<file path="src/rtl/core/wfr_pkg.sv">
// ----------------------------------------------------------------------------
// wfr_pkg
// shared constants and codes of the wiegand frame receiver
// ----------------------------------------------------------------------------
package wfr_pkg;

  localparam int MAX_BITS    = 256;
  localparam int QUEUE_SLOTS = 8;
  localparam int FRAME_BYTES = (MAX_BITS + 7) / 8;

  localparam int BITS_W    = 9;
  localparam int IDX_W     = 5;
  localparam int SLOT_W    = $clog2(QUEUE_SLOTS);
  localparam int QB_DEPTH  = QUEUE_SLOTS * FRAME_BYTES;
  localparam int QB_ADDR_W = $clog2(QB_DEPTH);
  localparam int MS_W      = 16;

  localparam logic [MS_W-1:0] TIMEOUT_RESET = 16'd100;
  localparam logic [MS_W-1:0] MS_MAX        = 16'hFFFF;

  localparam logic ACT_SAMPLE = 1'b0;
  localparam logic ACT_READ   = 1'b1;

  typedef enum logic [1:0] {
    KIND_QUEUED  = 2'd0,
    KIND_DROPPED = 2'd1,
    KIND_EMPTY   = 2'd2,
    KIND_BYTE    = 2'd3
  } kind_t;

endpackage

</file>
<file path="src/rtl/core/wfr_ram.sv">
// ----------------------------------------------------------------------------
// wfr_ram
// simple dual-port ram, one write port, one registered read port
// ----------------------------------------------------------------------------
module wfr_ram #(
  parameter int WIDTH = 8,
  parameter int DEPTH = 32,
  localparam int AddrW = $clog2(DEPTH)
) (
  input  logic             clk,
  input  logic             wr_en,
  input  logic [AddrW-1:0] wr_addr,
  input  logic [WIDTH-1:0] wr_data,
  input  logic             rd_en,
  input  logic [AddrW-1:0] rd_addr,
  output logic [WIDTH-1:0] rd_data
);

  logic [WIDTH-1:0] mem [DEPTH];

  always_ff @(posedge clk) begin
    if (wr_en) begin
      mem[wr_addr] <= wr_data;
    end
    if (rd_en) begin
      rd_data <= mem[rd_addr];
    end
  end

endmodule

</file>
<file path="src/rtl/core/wiegand_frame_receiver.sv">
// ----------------------------------------------------------------------------
// wiegand_frame_receiver
// wiegand bit collector with a ring queue of received frames
// ----------------------------------------------------------------------------
// usage:
//   input channel (in_valid/in_ready) carries one item per transfer: a line
//   sample (action 0) or a read request (action 1). output channel
//   (out_valid/out_ready) carries results from an output register.
//   a line sample is taken at its transfer; when it ends a frame, its single
//   result is valid the cycle after the transfer. samples sustain one per
//   cycle while no read is under way and the output register is free.
//   a read request on an empty queue gives one result the next cycle. else
//   the length memory and the first byte are read, then bytes stream one
//   per cycle from the queue memory read port while the output register
//   is free; the input is held until the last byte is loaded. frames are
//   queued in place: the bytes of a frame are written straight into the
//   head slot. reset clears pointers, counters and edge memory at once, no
//   clearing pass. a stalled receiver holds the output register and blocks
//   new transfers. timeout_ms is written through cfg_wr_en / cfg_wr_data.
// ----------------------------------------------------------------------------
module wiegand_frame_receiver (
  input  logic                      clk,
  input  logic                      rst,
  input  logic                      cfg_wr_en,
  input  logic [wfr_pkg::MS_W-1:0]  cfg_wr_data,
  input  logic                      in_valid,
  output logic                      in_ready,
  input  logic                      action,
  input  logic                      line_d0,
  input  logic                      line_d1,
  input  logic                      ms_tick,
  output logic                      out_valid,
  input  logic                      out_ready,
  output logic [1:0]                kind,
  output logic [7:0]                byte_value,
  output logic [wfr_pkg::IDX_W-1:0] byte_index,
  output logic [wfr_pkg::BITS_W-1:0] bit_total,
  output logic                      last
);

  import wfr_pkg::*;

  typedef enum logic [1:0] {ST_IDLE, ST_FETCH, ST_STREAM} state_t;

  typedef struct packed {
    logic [BITS_W-1:0] bits;
    logic [7:0]        cur;
    logic              done;
    logic [7:0]        done_byte;
    logic [IDX_W-1:0]  done_idx;
  } app_t;

  function automatic app_t append_bit(app_t s, logic b);
    app_t r;
    r = s;
    if (s.bits < BITS_W'(MAX_BITS)) begin
      r.cur  = {s.cur[6:0], b};
      r.bits = s.bits + 1'b1;
      if (r.bits[2:0] == 3'd0) begin
        r.done      = 1'b1;
        r.done_byte = r.cur;
        r.done_idx  = IDX_W'(s.bits >> 3);
        r.cur       = 8'd0;
      end
    end
    return r;
  endfunction

  function automatic logic [QB_ADDR_W-1:0] qb_addr(logic [SLOT_W-1:0] slot,
                                                   logic [IDX_W-1:0] idx);
    return QB_ADDR_W'(slot) * QB_ADDR_W'(FRAME_BYTES) + QB_ADDR_W'(idx);
  endfunction

  function automatic logic [SLOT_W-1:0] slot_inc(logic [SLOT_W-1:0] p);
    return (p == SLOT_W'(QUEUE_SLOTS - 1)) ? '0 : p + 1'b1;
  endfunction

  state_t            state;
  logic [MS_W-1:0]   timeout_ms;
  logic [BITS_W-1:0] frame_bits;
  logic [7:0]        cur_byte;
  logic              bits_pending;
  logic [MS_W-1:0]   ms_since_edge;
  logic [1:0]        prev_levels;
  logic [SLOT_W-1:0] head;
  logic [SLOT_W-1:0] tail;
  logic [IDX_W-1:0]  rd_byte;
  logic [IDX_W-1:0]  last_idx;

  logic              in_xfer;
  logic              out_free;
  logic              out_load;
  logic              sample;
  logic              rd_req;
  logic              fall0;
  logic              fall1;
  app_t              a_base;
  app_t              a0;
  app_t              a1;
  logic [MS_W-1:0]   ms_next;
  logic              frame_end;
  logic [SLOT_W-1:0] head_inc;
  logic              q_full;
  logic              q_empty;

  logic                 qb_wr_en;
  logic [QB_ADDR_W-1:0] qb_wr_addr;
  logic [7:0]           qb_wr_data;
  logic                 qb_rd_en;
  logic [QB_ADDR_W-1:0] qb_rd_addr;
  logic [7:0]           qb_rd_data;
  logic                 ql_wr_en;
  logic                 ql_rd_en;
  logic [BITS_W-1:0]    ql_rd_data;
  logic [BITS_W-1:0]    len_m1;

  always_comb begin
    out_free = !out_valid || out_ready;
    in_ready = (state == ST_IDLE) && out_free;
    in_xfer  = in_valid && in_ready;
    sample   = in_xfer && (action == ACT_SAMPLE);
    rd_req   = in_xfer && (action == ACT_READ);

    fall0 = prev_levels[0] && !line_d0;
    fall1 = prev_levels[1] && !line_d1;

    a_base = '{bits: frame_bits, cur: cur_byte, done: 1'b0,
               done_byte: 8'd0, done_idx: '0};
    a0 = fall0 ? append_bit(a_base, 1'b0) : a_base;
    a1 = fall1 ? append_bit(a0, 1'b1) : a0;

    if (fall0 || fall1) begin
      ms_next = '0;
    end else if (ms_tick && ms_since_edge != MS_MAX) begin
      ms_next = ms_since_edge + 1'b1;
    end else begin
      ms_next = ms_since_edge;
    end

    frame_end = sample && (ms_next > timeout_ms) && line_d0 && line_d1 && bits_pending;
    head_inc  = slot_inc(head);
    q_full    = head_inc == tail;
    q_empty   = head == tail;
    out_load  = frame_end || (rd_req && q_empty) || (state == ST_STREAM && out_free);

    // complete bytes go straight into the head slot, the partial one at frame end
    qb_wr_en   = 1'b0;
    qb_wr_addr = qb_addr(head, a1.done_idx);
    qb_wr_data = a1.done_byte;
    if (sample && a1.done) begin
      qb_wr_en = 1'b1;
    end else if (frame_end && !q_full && frame_bits[2:0] != 3'd0) begin
      qb_wr_en   = 1'b1;
      qb_wr_addr = qb_addr(head, IDX_W'(frame_bits >> 3));
      qb_wr_data = cur_byte;
    end
    ql_wr_en = frame_end && !q_full;

    ql_rd_en = rd_req;
    qb_rd_en = rd_req || (state == ST_STREAM && out_free && rd_byte != last_idx);
    qb_rd_addr = (state == ST_IDLE) ? qb_addr(tail, '0) : qb_addr(tail, rd_byte + 1'b1);

    len_m1 = ql_rd_data - 1'b1;
  end

  wfr_ram #(.WIDTH(8), .DEPTH(QB_DEPTH)) u_queue_bytes (
    .clk     (clk),
    .wr_en   (qb_wr_en),
    .wr_addr (qb_wr_addr),
    .wr_data (qb_wr_data),
    .rd_en   (qb_rd_en),
    .rd_addr (qb_rd_addr),
    .rd_data (qb_rd_data)
  );

  wfr_ram #(.WIDTH(BITS_W), .DEPTH(QUEUE_SLOTS)) u_queue_lengths (
    .clk     (clk),
    .wr_en   (ql_wr_en),
    .wr_addr (head),
    .wr_data (frame_bits),
    .rd_en   (ql_rd_en),
    .rd_addr (tail),
    .rd_data (ql_rd_data)
  );

  always_ff @(posedge clk) begin
    if (rst) begin
      state         <= ST_IDLE;
      timeout_ms    <= TIMEOUT_RESET;
      frame_bits    <= '0;
      cur_byte      <= 8'd0;
      bits_pending  <= 1'b0;
      ms_since_edge <= '0;
      prev_levels   <= 2'b11;
      head          <= '0;
      tail          <= '0;
      rd_byte       <= '0;
      last_idx      <= '0;
      out_valid     <= 1'b0;
    end else begin
      if (cfg_wr_en) begin
        timeout_ms <= cfg_wr_data;
      end
      if (out_load) begin
        out_valid <= 1'b1;
      end else if (out_valid && out_ready) begin
        out_valid <= 1'b0;
      end

      unique case (state)
        ST_IDLE: begin
          if (sample) begin
            prev_levels   <= {line_d1, line_d0};
            ms_since_edge <= ms_next;
            if (frame_end) begin
              frame_bits   <= '0;
              cur_byte     <= 8'd0;
              bits_pending <= 1'b0;
              if (!q_full) begin
                head <= head_inc;
              end
              kind       <= q_full ? KIND_DROPPED : KIND_QUEUED;
              byte_value <= 8'd0;
              byte_index <= '0;
              bit_total  <= frame_bits;
              last       <= 1'b1;
            end else begin
              frame_bits <= a1.bits;
              cur_byte   <= a1.cur;
              if (fall0 || fall1) begin
                bits_pending <= 1'b1;
              end
            end
          end else if (rd_req) begin
            if (q_empty) begin
              kind       <= KIND_EMPTY;
              byte_value <= 8'd0;
              byte_index <= '0;
              bit_total  <= '0;
              last       <= 1'b1;
            end else begin
              state <= ST_FETCH;
            end
          end
        end
        ST_FETCH: begin
          last_idx <= (ql_rd_data == '0) ? '0 : IDX_W'(len_m1 >> 3);
          rd_byte  <= '0;
          state    <= ST_STREAM;
        end
        ST_STREAM: begin
          if (out_free) begin
            kind       <= KIND_BYTE;
            byte_value <= qb_rd_data;
            byte_index <= rd_byte;
            bit_total  <= ql_rd_data;
            last       <= rd_byte == last_idx;
            if (rd_byte == last_idx) begin
              tail  <= slot_inc(tail);
              state <= ST_IDLE;
            end else begin
              rd_byte <= rd_byte + 1'b1;
            end
          end
        end
        default: state <= ST_IDLE;
      endcase
    end
  end

  a_no_collide: assert property (@(posedge clk) disable iff (rst)
    qb_wr_en && qb_rd_en |-> qb_wr_addr != qb_rd_addr)
    else $error("queue memory read and write hit the same entry");

  a_bits_bound: assert property (@(posedge clk) disable iff (rst)
    frame_bits <= BITS_W'(MAX_BITS))
    else $error("frame bit count beyond limit");

  a_fetch_nonempty: assert property (@(posedge clk) disable iff (rst)
    state == ST_FETCH |-> head != tail)
    else $error("frame fetch from an empty queue");

  a_empty_reply: assert property (@(posedge clk) disable iff (rst)
    rd_req && q_empty |=> out_valid && kind == KIND_EMPTY && last)
    else $error("read of empty queue gave no empty reply");

endmodule
</file>
<file path="config.mk">
export PLATFORM = sky130hd
export DESIGN_NAME = wiegand_frame_receiver
export DESIGN_NICKNAME = d
export VERILOG_FILES = /design/src/rtl/core/wfr_pkg.sv /design/src/rtl/core/wfr_ram.sv /design/src/rtl/core/wiegand_frame_receiver.sv
export SDC_FILE = /design/constraint.sdc
export NUM_CORES = 2
export LEC_CHECK = 0
export BUFFER_PORTS_ARGS = -buffer_cell sky130_fd_sc_hd__clkbuf_2
export CORE_MARGIN = 2
export CORE_UTILIZATION = 45
export CTS_CLUSTER_DIAMETER = 150
export DETAILED_ROUTE_END_ITERATION = 10
export PLACE_DENSITY_LB_ADDON = 0.05
export SYNTH_ARGS = -nofsm -noshare
export SYNTH_HDL_FRONTEND = slang
export SYNTH_SLANG_ARGS = --single-unit
</file>
<file path="constraint.sdc">
create_clock -name clk -period 8 [get_ports clk]
set_clock_uncertainty 0.05 [all_clocks]
set_input_delay 1.6 -clock clk [delete_from_list [all_inputs] [get_ports clk]]
set_output_delay 1.6 -clock clk [all_outputs]
set_load 0.05 [all_outputs]
</file>
==> results.json <==
{
  "status": "finished with violations",
  "violations": "max-capacitance violations",
  "clock_sinks": 2233,
  "clk_latency_ns": 0.90,
  "layout.nets": 6537,
  "drc": 0,
  "cp_slowest_stage_delay_ns": 0.88,
  "rsz0062_at_grt": "no",
  "io_pins": 52,
  "netlist.area_leader.share": 0.716,
  "wirelength_mm": 332,
  "synth_area_leader_cell": "edfxtp_1",
  "num_vias": 60700,
  "syn_inst": 6343,
  "start_kind": "flop",
  "whs_ns": 0.443,
  "avgSynthCellArea_um2": 14.3,
  "cp_slowest_cell": "a2111oi_0",
  "wl_per_cell_um": 35.5,
  "crit_type": "flop to flop",
  "leakagePower_nw": 33.6,
  "max_slew_margin": 0.0221,
  "ant_nets": 0,
  "synth_ff_type": "edfxtp_1",
  "postCtsSetupRepairBufs": 0,
  "arrival_ns": 7.22,
  "clkSlewWorstSetupHoldPaths_ns": 0.06,
  "syn-num-nets": 6395,
  "area_growth_pct": 13.5,
  "ys_ff_latch": 2233,
  "critPathRequiredTime_ns": 8.45,
  "hpwl_mm": 201,
  "grt_pass1_vias": 58000,
  "synth_warnings": 0,
  "place_ws_ns": 0.865,
  "core.rowCount": 164,
  "timing.final.ws_setup_ns": 1.23,
  "clockRootBuffer": "clkbuf_16",
  "track_usage": 0.319,
  "clock.fmax_ghz": 0.148,
  "yosysUniqueCellTypes": 91,
  "grt_pass1_wl_mm": 460,
  "drt_iter0_markers": 8744,
  "gp_congestion": 0.924,
  "dp_cells": 8905,
  "worst_hold_path_type": "flop to flop",
  "setup_tns_ns": 0,
  "worst-path-max-fanout": 24,
  "worst_slew_pin_slew_ns": 1.46,
  "maxCapViolCount": 1,
  "netlist_area_mm2": 0.0907,
  "start_util": 0.453,
  "fin_crit_ns": 6.77,
  "crit_path_frequent_cell": "nand2_1",
  "path_cells": "ha_4 -> and3_1 -> mux2_4 -> nand2_1 -> nand2_1 -> o32a_1 -> a2111oi_0 -> buf_4 -> nor4_1 -> a31oi_1 -> o311ai_1",
  "p_per_area_mw_per_mm2": 228,
  "first_pass_iters": 8,
  "cts_resized": 0,
  "setup_violations": 0,
  "seq_area_frac_synth": 0.731,
  "cts_buffer_depth": 3,
  "dieArea_mm2": 0.205,
  "h-tree-depth": 4,
  "cts_buffers": 233,
  "end_kind": "flop",
  "overflow": 0,
  "synthArstFlopShare": 0,
  "finalMaxSlewViolations": 0,
  "place.port_buffers": 51,
  "grt_max_degree": 160,
  "tritoncts": "done",
  "stdcell_count": 9348,
  "period_share": 0.847,
  "ir_drop_mv": 0.206,
  "synth_area_leaders": "edfxtp_1 (72%), nand2_1 (3.0%), o221ai_1 (1.9%)",
  "cts_hold_buf": 0,
  "finalHoldViolCount": 0,
  "die_h_um": 453,
  "synth-edff-count": 2162,
  "viasPerCell": 6.50,
  "antenna_found_initial": 22,
  "die_w_um": 453,
  "final_layout_size_suffix_gt1_frac": 0.133,
  "core-area_mm2": 0.200
}
worst max-delay path: cells and delay by family, from the launching register on:
| kind | cells | cell delay [ns] |
|---|---|---|
| and+or+nand+nor | 4 | 1.95 |
| buffers and inverters | 1 | 0.24 |
| adders and majority gates | 1 | 0.30 |
| AOI/OAI and AO/OA | 4 | 2.71 |
| DFF | 1 | 0.70 |
| muxes | 1 | 0.39 |
through the flow:
| stage | area [um^2] | util | power (mW) |
|---|---|---|---|
| after floorplan | 90700 | - | 13.0 |
| after global placement | 95500 | 0.477 | 13.0 |
| after detailed placement | 95500 | 0.477 | 13.0 |
| after CTS | 103000 | 0.514 | 23.6 |
| after global routing | 103000 | 0.515 | 24.0 |
| final | 103000 | 0.515 | 23.5 |
registers in the layout, indices dropped and copies added, names as in the netlist, 9 cells and up:
signal,flops
timeout_ms,16
u_queue_bytes.mem,2048
ms_since_edge,16
u_queue_lengths.mem,72
u_queue_lengths.rd_data,9
frame_bits,9
bit_total,9
final timing paths:
kind | start | to | slack (ns) | depth (start not counted)
worst min register to register | prev_levels[1] | prev_levels[1] | 0.44 | 2
worst max register to register | rd_byte[0] | u_queue_bytes.rd_data[6] | 1.23 | 11
worst min-delay path | prev_levels[1] | prev_levels[1] | 0.44 | 2
worst max-delay path | rd_byte[0] | u_queue_bytes.rd_data[6] | 1.23 | 11
cell type report:
class	instances	area [um^2]
Fill cell	16900	97100
Sequential cell	2233	66400
Multi-Input combinational cell	3585	22400
Clock buffer	281	6020
Tap cell	2656	3320
Timing Repair Buffer	385	3210
Clock inverter	157	1430
Inverter	47	229
Antenna cell	4	10.0
cell usage in the layout (no fill, tap or decap), drive strengths merged, types with 14 or more instances in the layout:
master / count
a21oi: 271
nand2b: 30
mux4: 65
a31oi: 110
bufinv: 21
buf: 333
nand3: 225
clkbuf: 333
o21ai: 286
o211ai: 92
o221ai: 197
a22oi: 21
a311oi: 16
dfxtp: 71
nand4: 25
xnor2: 21
o22ai: 178
or3: 52
edfxtp: 2162
nor3: 198
a211oi: 48
a221oi: 49
a2111oi: 16
and3: 34
clkinvlp: 14
ha: 27
and2: 23
inv: 59
o2111ai: 30
mux2i: 167
a32oi: 38
nor2: 381
nand2: 732
nor4: 18
xor2: 18
clkinv: 110
mux2: 35
cell usage after synthesis, drive strengths merged (35+ instances only):
library cell,instances
inv,46
mux2,35
o21ai,286
buf,226
o22ai,178
o221ai,197
nand2,732
mux2i,167
nor2,381
a21oi,271
nor3,198
mux4,65
a32oi,38
clkbuf,252
o211ai,92
a221oi,49
nand3,225
a211oi,48
a31oi,110
or3,52
dfxtp,71
edfxtp,2162
power breakdown:
part / internal (mW) / switching [mW] / leakage, nW
sequential: 12.6 / 0.0103 / 21.7
clock: 6.04 / 4.69 / 3.63
combinational: 0.0298 / 0.0780 / 8.27
layer usage:
layer,vias up,wire (um),global-route usage
li1,25200,-,-
met1,31200,134000,0.448
met2,3632,147000,0.478
met3,665,34800,0.0709
met4,12,16300,0.139
met5,-,90,0
kinds of logic after synthesis:
| logic type | count (synthesis) | share of synthesized area |
|---|---|---|
| flops | 2233 | 0.731 |
| simple gates | 1783 | 0.0878 |
| xor+xnor | 39 | 0.00405 |
| mux | 267 | 0.0390 |
| compound gates | 1469 | 0.109 |
| fa+ha+maj | 27 | 0.00372 |
| buf+inv | 525 | 0.0250 |
(Power assumes the default switching activity.)
